**src/rtl/gravity_removed_accel_filter_unit_assert.svh**
```systemverilog
// assertion macros for the gravity removed accel filter
`ifndef GRAVITY_REMOVED_ACCEL_FILTER_UNIT_ASSERT_SVH
`define GRAVITY_REMOVED_ACCEL_FILTER_UNIT_ASSERT_SVH
`ifndef SYNTHESIS
`define GRAF_CHECK(lbl, prop) \
   lbl: assert property (@(posedge clock) disable iff (reset) prop) \
      else $error("graf assertion failed");
`define GRAF_CHECK_RST(lbl, prop) \
   lbl: assert property (@(posedge clock) prop) \
      else $error("graf reset assertion failed");
`else
`define GRAF_CHECK(lbl, prop)
`define GRAF_CHECK_RST(lbl, prop)
`endif
`endif

```
**src/rtl/graf_pkg.sv**
```systemverilog
// shared types, constants and helpers of the gravity removed accel filter
package graf_pkg;

   localparam int VEC_W   = 26;
   localparam int Q_W     = 16;
   localparam int REG_W   = 20;
   localparam int DT_W    = 16;
   localparam int MAT_W   = 34;
   localparam int MUL_A_W = 34;
   localparam int MUL_B_W = 27;
   localparam int MUL_P_W = 61;
   localparam int ACC_W   = 62;
   localparam int NUM_W   = 48;
   localparam int DIV_N_W = 49;
   localparam int DIV_D_W = 21;

   localparam logic [1:0] CSR_TAU  = 2'd0;
   localparam logic [1:0] CSR_GRAV = 2'd1;

   localparam logic [REG_W-1:0] TAU_RESET  = 20'd8500;
   localparam logic [REG_W-1:0] GRAV_RESET = 20'd642351;

   localparam logic signed [VEC_W-1:0] VEC_MAX = 26'sh1FFFFFF;
   localparam logic signed [VEC_W-1:0] VEC_MIN = 26'sh2000000;
   localparam logic signed [MAT_W-1:0] Q28_ONE = 34'sd268435456;

   typedef enum logic [3:0] {
      ST_IDLE,
      ST_QPROD,
      ST_MAT,
      ST_GRAV,
      ST_RDT,
      ST_FTAU,
      ST_DSTART,
      ST_DIV,
      ST_EARTH,
      ST_OUT
   } graf_state_type;

   typedef struct packed {
      logic               start;
      logic [DIV_N_W-1:0] dividend;
      logic [DIV_D_W-1:0] divisor;
   } graf_div_ctl_type;

   // Q.28 sum back to Q10.16, round half up, saturate
   function automatic logic signed [VEC_W-1:0] rnd_q28(input logic signed [ACC_W-1:0] acc);
      logic signed [ACC_W-1:0] t;
      t = (acc + 62'sd134217728) >>> 28;
      if (t > 62'sd33554431) begin
         return VEC_MAX;
      end else if (t < -62'sd33554432) begin
         return VEC_MIN;
      end
      return t[VEC_W-1:0];
   endfunction

endpackage

```
**src/rtl/graf_mul.sv**
```systemverilog
// shared signed multiplier with registered product
module graf_mul (
   input  logic                                  clock,
   input  logic signed [graf_pkg::MUL_A_W-1:0]   mul_a,
   input  logic signed [graf_pkg::MUL_B_W-1:0]   mul_b,
   output logic signed [graf_pkg::MUL_P_W-1:0]   mul_p
);
   logic signed [graf_pkg::MUL_P_W-1:0] p_ff;

   always_ff @(posedge clock) begin
      p_ff <= graf_pkg::MUL_P_W'(mul_a) * graf_pkg::MUL_P_W'(mul_b);
   end

   assign mul_p = p_ff;
endmodule

```
**config.mk**
```make
export PLATFORM = sky130hd
export DESIGN_NAME = graf_mul
export DESIGN_NICKNAME = d
export VERILOG_FILES = /design/src/rtl/gravity_removed_accel_filter_unit_assert.svh /design/src/rtl/graf_pkg.sv /design/src/rtl/graf_mul.sv
export SDC_FILE = /design/constraint.sdc
export NUM_CORES = 2
export LEC_CHECK = 0
export ABC_AREA = 1
export ABC_CLOCK_PERIOD_IN_PS = 17400
export BUFFER_PORTS_ARGS = -buffer_cell sky130_fd_sc_hd__buf_2
export CORE_UTILIZATION = 52
export CTS_BUF_LIST = sky130_fd_sc_hd__clkbuf_2
export DETAILED_ROUTE_END_ITERATION = 12
export PLACE_DENSITY = 0.7
export SYNTH_ARGS = -nofsm -noshare
export SYNTH_HDL_FRONTEND = slang
export SYNTH_SLANG_ARGS = --single-unit
```
**constraint.sdc**
```tcl
create_clock -name clock -period 17.4 [get_ports clock]
set_input_delay 1.74 -clock clock [delete_from_list [all_inputs] [get_ports clock]]
set_output_delay 1.74 -clock clock [all_outputs]
set_load 0.01 [all_outputs]
```
; ---- Word-level counts from Yosys, hierarchy flattened
; Index checks and enable logic that the tools add are counted.
[classes]
mul = 1
[ops]
columns = op, count
row1 = $mul 34x27->61, 1
[totals]
inputBits = 62
reg_bits = 61
word_cells = 2
out_inout_bits = 61

; ---- Logic depth before layout (Yosys ltp)
[depth]
ltp_word = 1
mapped_depth = 31
mapped_depth_nobuf = 29

; ---- Worst setup path after synthesis
; No wires, ideal clock.
[synth_path]
path_type = input -> register
from = input port mul_a[33] in the netlist's numbering
to = register p_ff (netlist bit mul_p[46])
arrival_ps = 7868
t_required_ps = 17287
n_path_buf = 3
setup_ps = 113
stages = 26
path_slack_ps = 9419
path_cell_list = clkbuf_1 > clkbuf_1 > nand2_1 > inv_1 > fa_1 > fa_1 > fa_1 > ha_1 > buf_2 > inv_1 > fa_1 > inv_1 > fa_1 > inv_1 > fa_1 > inv_1 > ha_1 > nand2_1 > nor2_1 > inv_1 > nor3_2 > nand2_1 > inv_1 > nand3_1 > nand4_1 > nand2_1
[synth_between]
elab_chain_cells = 1
[synth_lines]
columns = element, line_no
row1 = "start, declared", graf_mul.sv:4  ; input logic signed [graf_pkg::MUL_A_W-1:0] mul_a,
row2 = $mul 34x27->61, graf_mul.sv:11  ; p_ff <= graf_pkg::MUL_P_W'(mul_a) * graf_pkg::MUL_P_W'(mul_b);
row3 = "end signal, assigned", graf_mul.sv:11
row4 = "end, declared", graf_mul.sv:8  ; logic signed [graf_pkg::MUL_P_W-1:0] p_ff;
; Every way passes these cells.

; ---- Worst setup path after layout
[layout_path]
from = input port mul_b[0] in the netlist's numbering
to = register p_ff (netlist bit mul_p[54])
[layout_between]
elab_chain_cells = 1
[layout_lines]
columns = element, line_no
row1 = "start, declared", graf_mul.sv:5  ; input logic signed [graf_pkg::MUL_B_W-1:0] mul_b,
row2 = $mul 34x27->61, graf_mul.sv:11
; Every way passes these cells.

==> summary.md <==
| Metric | Value |
|---|---|
| CP Launch Type | input port |
| Area delta synth->final | 3.22% |
| Initial Util | 52.6% |
| Hold-fix buffers at CTS | 0 |
| Setup CP Type | in2reg |
| Share of layout cells above drive strength 1 | 4.20% |
| Worst slew pin tran | 1180 ps |
| Net count, final | 5,829 |
| GRT Total Usage | 30.6% |
| Number of remaining DRC errors | 0 |
| Worst Setup End Kind | flop |
| Hold WC Path Type | in2reg |
| Clock buffer depth | 2 |
| Max Cap Viol | 0 |
| Initial antenna violation count | 3 |
| Gate Count Post-Synth | 4,724 |
| Final Wtd Congestion | 0.950 |
| Final hold slack | 1750 ps |
| Worst Hold Launch | mul_a[0] |
| Die height | 265 µm |
| #FFs+latches synth | 61 |
| Syn_nets | 5,894 |
| CP Max Fanout | 34 |
| Detailed placement HPWL | 79,700 µm |
| Clock tree from TritonCTS | built |
| Post-synth cell types | 31 |
| H-tree depth | 3 |
| Sum Neg Setup Slack | 0 ps |
| Most frequent cells in the layout | inv_1, nand2_1, fa_1, ha_1, buf_2 |
| Commonest non-fill, non-tap cell in the layout | inv_1 |
| CTS Buf Count | 9 |
| Port buffer count | 122 |
| Cell Area, Synth | 36,100 µm² |
| Clk root buf | clkbuf_2 |
| Vias per inst | 5.03 |
| WP data arrival | 8850 ps |
| Final Critical Period | 8350 ps |
| Peak Freq | 120 MHz |
| Detail Route Antenna Nets | 0 |
| 1st-iter DRT viols | 1,953 |
| RSZ-0062 raised after global routing | false |
| Post-CTS sizing | 0 |
| Die area | 70,500 µm² |
| Hold Path Depth | 3 |
| DRT Wirelength | 102,000 µm |
| First-pass GRT wire length | 165,000 µm |
| Core Footprint | 68,600 µm² |
| Postcts setup bufs | 0 |
| Sequential area share after synthesis | 3.38% |
| Synth warn | 0 |
| Largest register FFs | 61 |
| Vias in the first global route | 30,500 |
| Wirelength per Cell | 18.2 µm |
| Placed cell count | 5,579 |
| CTS clk-pin slew, worst paths | 190 ps |
| Largest net degree at the start of global routing | 36 |
| Layout Cells excl Fill | 5,596 |
| Rows | 96 |
| Crit path required time | 17,900 ps |
| Status | complete, no violations |
| Total clock sinks | 61 |
| Final Hold Vio Count | 0 |
| Total gr overflow | 0 |
| Pre-Repair DR Iteration Count | 5 |
| DR vias | 28,100 |
| Die width | 265 µm |
| IO Count | 123 |
| Hold Path End | mul_p[0] |
| Worst-case headroom to the max-slew limit | 21.2% |
| Syn avg cell area | 7.64 µm² |
| Final-report setup violation count | 0 |
| Final Max Slew Viols | 0 |
| Crit share post-route | 48.0% |
how the worst max path moves through the flow:
| stage | from | to | slack [ps] |
|---|---|---|---|
| CTS | mul_b[0] | mul_p[55] | 9060 |
| floorplan | mul_a[33] | mul_p[46] | 9420 |
| finish | mul_b[0] | mul_p[54] | 9050 |
| global placement | mul_b[0] | mul_p[55] | 8480 |
| detailed placement | mul_b[0] | mul_p[55] | 8400 |
| global route | mul_b[0] | mul_p[54] | 8590 |
stage by stage:
stage,util [%],area (µm²),worst slack (ps)
2_1_floorplan,-,36100,9420
3_3_place_gp,54.2,37200,8480
3_5_place_dp,54.2,37200,8400
4_1_cts,54.3,37300,9060
5_1_grt,54.3,37300,8590
6_report,54.3,37300,9050
cell families after synthesis:
| logic type | after synthesis | synth area share [%] |
|---|---|---|
| xor+xnor | 39 | 0.946 |
| buf+inv | 1812 | 18.9 |
| simple gates | 1643 | 18.1 |
| fa+ha+maj | 1108 | 57.9 |
| flops | 61 | 3.38 |
| compound gates | 61 | 0.887 |
Yosys cell counts, drive strengths merged:
library cell,n,area [µm²]
or2,5,31.3
o21a,1,7.51
o21bai,4,30.0
o21ai,11,55.1
a21o,1,7.51
inv,1601,6010
xnor2,8,70.1
and2,3,18.8
and3,2,12.5
xor2,31,272
and3b,1,8.76
a21oi,44,220
dfxtp,61,1220
ha,172,2150
nand3b,3,22.5
nand4,22,138
nand3,68,375
nand2,1407,5310
nor2,120,528
clkbuf,206,773
nor3,9,50.1
nor4,3,18.8
buf,5,21.3
fa,936,18700
layer usage:
| layer | share of wire [%] | vias to the layer above | track usage, % |
|---|---|---|---|
| li1 | - | 12600 | - |
| met1 | 39 | 14100 | 38.7 |
| met2 | 49 | 1138 | 53.4 |
| met3 | 6.9 | 260 | 4.00 |
| met4 | 4.6 | 4 | 11.8 |
| met5 | 0.023 | - | 0 |
worst max-delay path, cell delays in order:
cell and delay, ps:
buf_2 600, nand2_1 260, inv_1 140, fa_1 510
fa_1 720, fa_1 510, ha_1 800, inv_1 390
fa_1 570, inv_1 50, fa_1 520, inv_1 50
fa_1 470, inv_1 40, ha_1 420, nand2_1 140
nor2_1 190, inv_1 90, nor3_2 170, nand2_1 110
nor2_1 100, nand2_1 80, nand4_1 90, nand2_1 60
layout make-up:
class | instances | area (µm²)
fill | 6573 | 31300
multi-input combinational | 2851 | 28100
inverter | 1601 | 6010
sequential | 61 | 1220
tap | 931 | 1160
timing repair buffer | 135 | 708
clock buffer | 11 | 55.1
clock inverter | 5 | 27.5
antenna | 1 | 2.50
Power is left out: the tool's default activity adds up to more than one toggle a clock period on the data nets, which glitch-free logic cannot reach.
