**src/rtl/gravity_removed_accel_filter_unit_assert.svh**
```systemverilog
// assertion macros for the gravity removed accel filter
`ifndef GRAVITY_REMOVED_ACCEL_FILTER_UNIT_ASSERT_SVH
`define GRAVITY_REMOVED_ACCEL_FILTER_UNIT_ASSERT_SVH
`ifndef SYNTHESIS
`define GRAF_CHECK(lbl, prop) \
   lbl: assert property (@(posedge clock) disable iff (reset) prop) \
      else $error("graf assertion failed");
`define GRAF_CHECK_RST(lbl, prop) \
   lbl: assert property (@(posedge clock) prop) \
      else $error("graf reset assertion failed");
`else
`define GRAF_CHECK(lbl, prop)
`define GRAF_CHECK_RST(lbl, prop)
`endif
`endif

```
**src/rtl/graf_pkg.sv**
```systemverilog
// shared types, constants and helpers of the gravity removed accel filter
package graf_pkg;

   localparam int VEC_W   = 26;
   localparam int Q_W     = 16;
   localparam int REG_W   = 20;
   localparam int DT_W    = 16;
   localparam int MAT_W   = 34;
   localparam int MUL_A_W = 34;
   localparam int MUL_B_W = 27;
   localparam int MUL_P_W = 61;
   localparam int ACC_W   = 62;
   localparam int NUM_W   = 48;
   localparam int DIV_N_W = 49;
   localparam int DIV_D_W = 21;

   localparam logic [1:0] CSR_TAU  = 2'd0;
   localparam logic [1:0] CSR_GRAV = 2'd1;

   localparam logic [REG_W-1:0] TAU_RESET  = 20'd8500;
   localparam logic [REG_W-1:0] GRAV_RESET = 20'd642351;

   localparam logic signed [VEC_W-1:0] VEC_MAX = 26'sh1FFFFFF;
   localparam logic signed [VEC_W-1:0] VEC_MIN = 26'sh2000000;
   localparam logic signed [MAT_W-1:0] Q28_ONE = 34'sd268435456;

   typedef enum logic [3:0] {
      ST_IDLE,
      ST_QPROD,
      ST_MAT,
      ST_GRAV,
      ST_RDT,
      ST_FTAU,
      ST_DSTART,
      ST_DIV,
      ST_EARTH,
      ST_OUT
   } graf_state_type;

   typedef struct packed {
      logic               start;
      logic [DIV_N_W-1:0] dividend;
      logic [DIV_D_W-1:0] divisor;
   } graf_div_ctl_type;

   // Q.28 sum back to Q10.16, round half up, saturate
   function automatic logic signed [VEC_W-1:0] rnd_q28(input logic signed [ACC_W-1:0] acc);
      logic signed [ACC_W-1:0] t;
      t = (acc + 62'sd134217728) >>> 28;
      if (t > 62'sd33554431) begin
         return VEC_MAX;
      end else if (t < -62'sd33554432) begin
         return VEC_MIN;
      end
      return t[VEC_W-1:0];
   endfunction

endpackage

```
**src/rtl/graf_div.sv**
```systemverilog
// restoring unsigned divider, one quotient bit per cycle
module graf_div (
   input  logic                               clock,
   input  logic                               reset,
   input  graf_pkg::graf_div_ctl_type         ctl,
   output logic                               done,
   output logic [graf_pkg::DIV_N_W-1:0]       quot
);
   logic                           busy_ff;
   logic                           done_ff;
   logic [5:0]                     cnt_ff;
   logic [graf_pkg::DIV_D_W-1:0]   rem_ff;
   logic [graf_pkg::DIV_D_W-1:0]   dsr_ff;
   logic [graf_pkg::DIV_N_W-1:0]   quo_ff;
   logic [graf_pkg::DIV_D_W:0]     rem_sh;
   logic [graf_pkg::DIV_D_W:0]     diff;

   always_comb begin
      rem_sh = {rem_ff, quo_ff[graf_pkg::DIV_N_W-1]};
      diff   = rem_sh - {1'b0, dsr_ff};
   end

   always_ff @(posedge clock) begin
      if (reset) begin
         busy_ff <= 1'b0;
         done_ff <= 1'b0;
         cnt_ff  <= '0;
      end else begin
         done_ff <= 1'b0;
         if (ctl.start) begin
            busy_ff <= 1'b1;
            cnt_ff  <= 6'(graf_pkg::DIV_N_W - 1);
         end else if (busy_ff) begin
            if (cnt_ff == '0) begin
               busy_ff <= 1'b0;
               done_ff <= 1'b1;
            end else begin
               cnt_ff <= cnt_ff - 6'd1;
            end
         end
      end
   end

   always_ff @(posedge clock) begin
      if (ctl.start) begin
         quo_ff <= ctl.dividend;
         rem_ff <= '0;
         dsr_ff <= ctl.divisor;
      end else if (busy_ff) begin
         if (!diff[graf_pkg::DIV_D_W]) begin
            rem_ff <= diff[graf_pkg::DIV_D_W-1:0];
         end else begin
            rem_ff <= rem_sh[graf_pkg::DIV_D_W-1:0];
         end
         quo_ff <= {quo_ff[graf_pkg::DIV_N_W-2:0], !diff[graf_pkg::DIV_D_W]};
      end
   end

   assign done = done_ff;
   assign quot = quo_ff;
endmodule

```
**config.mk**
```make
export PLATFORM = sky130hd
export DESIGN_NAME = graf_div
export DESIGN_NICKNAME = d
export VERILOG_FILES = /design/src/rtl/gravity_removed_accel_filter_unit_assert.svh /design/src/rtl/graf_pkg.sv /design/src/rtl/graf_div.sv
export SDC_FILE = /design/constraint.sdc
export NUM_CORES = 1
export LEC_CHECK = 0
export ABC_AREA = 1
export BUFFER_PORTS_ARGS = -buffer_cell sky130_fd_sc_hd__buf_4
export CAP_MARGIN = 0
export CORE_MARGIN = 10
export CORE_UTILIZATION = 40
export DETAILED_ROUTE_END_ITERATION = 10
export PLACE_DENSITY = 0.66
export SLEW_MARGIN = 20
export SYNTH_ARGS = -nofsm -noshare
export SYNTH_HDL_FRONTEND = slang
export SYNTH_SLANG_ARGS = --single-unit
```
**constraint.sdc**
```tcl
create_clock -name clock -period 2.7 [get_ports clock]
set_clock_uncertainty 0.2 [all_clocks]
set_input_delay 0.405 -clock clock [delete_from_list [all_inputs] [get_ports clock]]
set_output_delay 0.405 -clock clock [all_outputs]
set_load 0.01 [all_outputs]
```
After elaboration in Yosys (flattened, before gate mapping)

Cells that the tools add are included.

Input bits: 73
Bits in registers: 99
Logic and storage cells: 29
Output and inout port bits: 50

Eq/ne operators: 1
$add $sub $neg: 2
Bitwise operators: 2
Multiplexer cells: 10
Reduce and logical (&&, ||, !) cells: 7

Operators by type and width:

| cell                                             | number |
|---|---|
| two-way mux 49 bit                               | 2 |
| subtractor 22 x 21 -> 22 bit                     | 1 |
| two-way mux 21 bit                               | 1 |
| two-way mux 6 bit                                | 3 |
| zero test 6 bit                                  | 1 |
| subtractor 6 x 1 -> 6 bit, second input constant | 1 |
| two-way mux 1 bit                                | 4 |
| AND reduction 2 bit                              | 2 |
| OR reduction 3 bit                               | 1 |
| inequality test 2 bit, second input constant     | 1 |
| NOT 1 bit                                        | 2 |
| nonzero test 2 bit                               | 1 |
| OR reduction 2 bit                               | 1 |
| zero test 1 bit                                  | 1 |

Depth between registers and ports, before layout

Depth in word-level cells: 4
Depth in mapped cells: 16
Depth with buffers taken out: 16

Least setup slack after synthesis

OpenSTA, ideal clock, no wires.

Path kind: in2reg
Start point: input ctl[70] (netlist bit)
End point: register quo_ff (netlist bit quot[0]) (enable)
Setup time: 0.403 ns
Path buffers: 2
Setup slack: 0.176 ns
Data required time: 2.097 ns
Arrival: 1.921 ns
Stages on the path: 4
Cells stage by stage: clkbuf_1 -> nor2_1 -> clkbuf_1 -> inv_1

Cells in the longest elaborated chain, start to end: 1

RTL lines:

| element                             | RTL line       | RTL |
|---|---|---|
| start, declared                     | graf_div.sv:5  | `input graf_pkg::graf_div_ctl_type ctl,` |
| nonzero test 2 bit (no source line) | -              |  |
| end signal, assigned                | graf_div.sv:46 | `quo_ff <= ctl.dividend;` |
| end signal, assigned                | graf_div.sv:55 | `quo_ff <= {quo_ff[graf_pkg::DIV_N_W-2:0], !diff[graf_pkg::DIV_D_W]};` |
| end, declared                       | graf_div.sv:14 | `logic [graf_pkg::DIV_N_W-1:0] quo_ff;` |

No other way between the ends.
A chain may end at the register's enable or synchronous reset.

Worst setup path after layout

Start point: register quo_ff (netlist bit quot[48])
End point: register rem_ff[14] (netlist bit)

Cells in the longest elaborated chain, start to end: 2

RTL lines:

| element                      | RTL line       | RTL |
|---|---|---|
| subtractor 22 x 21 -> 22 bit | graf_div.sv:20 | `diff = rem_sh - {1'b0, dsr_ff};` |
| two-way mux 21 bit           | graf_div.sv:50 | `if (!diff[graf_pkg::DIV_D_W]) begin` |
| end signal, assigned         | graf_div.sv:51 | `rem_ff <= diff[graf_pkg::DIV_D_W-1:0];` |
| end signal, assigned         | graf_div.sv:53 | `rem_ff <= rem_sh[graf_pkg::DIV_D_W-1:0];` |
| end, declared                | graf_div.sv:12 | `logic [graf_pkg::DIV_D_W-1:0] rem_ff;` |

No other way between the ends.

==> flow_summary.ini <==
[pwr]
power.total_w = 0.00366
power_leakage_nw = 3.63
p_int_w = 0.00267
ir_worst_vdd_mv = 0.393
comb_power_share_pct = 15.9
pwr-share-clk_pct = 34.2
p_sw_share_pct = 27.1
p_per_area_nw_per_um2 = 525
power_frac_seq_pct = 49.9
power.switching_w = 0.000993

[synth]
ys.flop_type = edfxtp_1
synthMuxAreaShare_pct = 0
synth-edff-count = 70
synth-adder-area-share_pct = 5.32
yosys-top-cells-area = edfxtp_1, nand2_1, dfxtp_1
postSynthCellCount = 743
ys_types = 32
async_flop_share_pct = 0
netlist_area_um2 = 5550
synth_top_family_by_area = simple AND/OR/NAND/NOR gates
synth-xor-area-share_pct = 1.89
synth_nets = 839
ys_ff_latch = 99
ys_seq_area_share_pct = 48.3
synth_warnings = 0
yosys.area_share.simple_pct = 32.5
synth_top_area_share_pct = 37.9
syn_avg_cell_area_um2 = 7.47
synth-compound-area-share_pct = 2.66
yosys.area.top_type = edfxtp_1

[sta]
finalCritPeriodShare_pct = 87.0
rsz0062_at_grt = false
slew-limit-headroom_pct = 64.7
slew_viol_final = 0
tightest_slew_ns = 0.530
hold_violations = 0
worst_slack_ns = 0.352
fin_setup_tns_ns = 0
fmax_mhz = 426
setup_viol = 0
min_period_ns = 2.35

[cts]
cts_htree_levels = 3
cts_setup_buffers = 0
clk_latency_ns = 0.35
cts_tree = yes
path_clk_slew_ns = 0.07
cts.repair.resized = 0
cts-buffers-inserted = 9
cts-root-buf = clkbuf_16
cts.sinks = 99
clockBufferDepth = 2
hold_buffers = 0

[setup_path]
critPathArrivalTime_ns = 2.39
crit_required_ns = 2.74
endpoint_kind = flop
crit_family = simple AND/OR/NAND/NOR gates
slowest_stage = fa_1
crit_fanout = 5
crit_chain = inv_1 -> ha_1 -> fa_1 -> inv_1 -> nand3_1 -> nand3_1 -> nand2_1 -> nand2_1 -> nand3_1 -> nand3_1 -> nand2_1 -> inv_1 -> nand2_1 -> nand3_1 -> nand2_1
cp-start-kind = flop
criticalPathCategory = reg -> reg
max_stage_delay_ns = 0.42
cp_num_buf_inv = 3

[floorplanning]
core_area_um2 = 13400
die_x_um = 138
die_h_um = 138
ios = 123
rows = 42
die-area_um2 = 19000
initial_core_util_pct = 41.4

[global_routing]
antenna_found_initial = 0
grt_start_max_net_pins = 52
grt-ovfl-total = 0
grt_pass1_wl_um = 23900
grt.total_usage_pct = 16.0
grt_pass1_vias = 4876

[detailed_routing]
viasPerCell = 4.53
routed-wl-met3_um = 1520
wl_um = 14600
highest_layer = met4
wl_met2_um = 6640
wl_per_cell_um = 13.9
drc = 0
final_antenna_net_count = 0
dr_total_vias = 4746
wl_met1_um = 6320
drt_iter0_drc = 343
drt-pass1-iter-count = 5

[placement]
hpwl_um = 11000
port_buffers = 122
dp_cells = 1031
place_ws_ns = 0.362
gp_congestion = 0.918

[layout]
fin_cells = 1047
drive_above_1_share_pct = 18.1
post-route-util_pct = 52.0
syn2layout_area_growth_pct = 25.5
nNetsFinal = 962
diodes = 0

[outcome]
status = complete, no violations

[flow_run]
cap_violations = 0

[hold_path]
hold_class = in -> reg
==> area by class of cell <==
type	instances	area (um^2)
clock buffers	9	225
well taps	176	220
fillers	1346	6430
repair buffers	130	1000
inverters	114	428
clock inverters	7	58.8
multi-input cells	512	2350
flip-flops and latches	99	2680
==> cell usage after synthesis (6+ instances only) <==
master / number
edfxtp_1: 70
nand2_1: 351
clkbuf_1: 14
xnor2_1: 6
nand3_1: 48
dfxtp_1: 29
inv_1: 109
ha_1: 22
nor2_1: 35
xor2_1: 6
a21oi_1: 16
==> metrics by stage <==
stage | area [um^2] | hold slack (ns)
floorplan | 5550 | 0.242
global placement | 6690 | 0.258
detailed placement | 6690 | 0.265
CTS | 6970 | 0.0163
global route | 6970 | 0.00969
finish | 6970 | 0.0293
==> final timing paths <==
check / startpoint / endpoint / slack (ns) / cells past startpoint
max: quot[48]$_DFFE_PP_ / rem_ff[14]$_SDFFE_PP0P_ / 0.35 / 15
min: ctl[11] / dsr_ff[11]$_DFFE_PP_ / 0.03 / 1
max reg2reg: quot[48]$_DFFE_PP_ / rem_ff[14]$_SDFFE_PP0P_ / 0.35 / 15
min reg2reg: rem_ff[4]$_SDFFE_PP0P_ / rem_ff[4]$_SDFFE_PP0P_ / 0.27 / 2
==> state kept, by name (all words and copies together) (netlist names) <==
signal   flops
done         1
cnt_ff       6
dsr_ff      21
quot        49
rem_ff      21
busy_ff      1
==> metal layers <==
| layer | track usage, % | vias up |
|---|---|---|
| li1 | - | 2546 |
| met1 | 18.8 | 2076 |
| met2 | 25.1 | 114 |
| met3 | 8.38 | 10 |
| met4 | 4.00 | 0 |
| met5 | 0 | - |
==> cells by family after synthesis <==
group                      Yosys count
DFF                                 99
adders and majority gates           23
and+or+nand+nor                    450
xor gates and xnor gates            12
AOI/OAI and AO/OA                   27
buffers and inverters              132
==> cell usage in the layout (no fill, tap or decap), types with 5 or more instances in the layout <==
master     instances
xor2_1             6
ha_1              22
inv_1            108
a21oi_1           16
inv_2              5
clkbuf_16          9
buf_4            128
edfxtp_1          70
nand2_1          351
nand3_1           48
nor2_1            35
xnor2_1            6
dfxtp_1           29
==> power groups by stage <==
stage                     sequential (W)  combinational [W]  clock (W)
after floorplan                  0.00189           0.000256          0
after global placement           0.00186           0.000589          0
after detailed placement         0.00186           0.000592          0
after CTS                        0.00183           0.000592    0.00130
after global routing             0.00184           0.000657    0.00135
final                            0.00183           0.000583    0.00125
No activity file was read; power rests on OpenSTA's default activity.
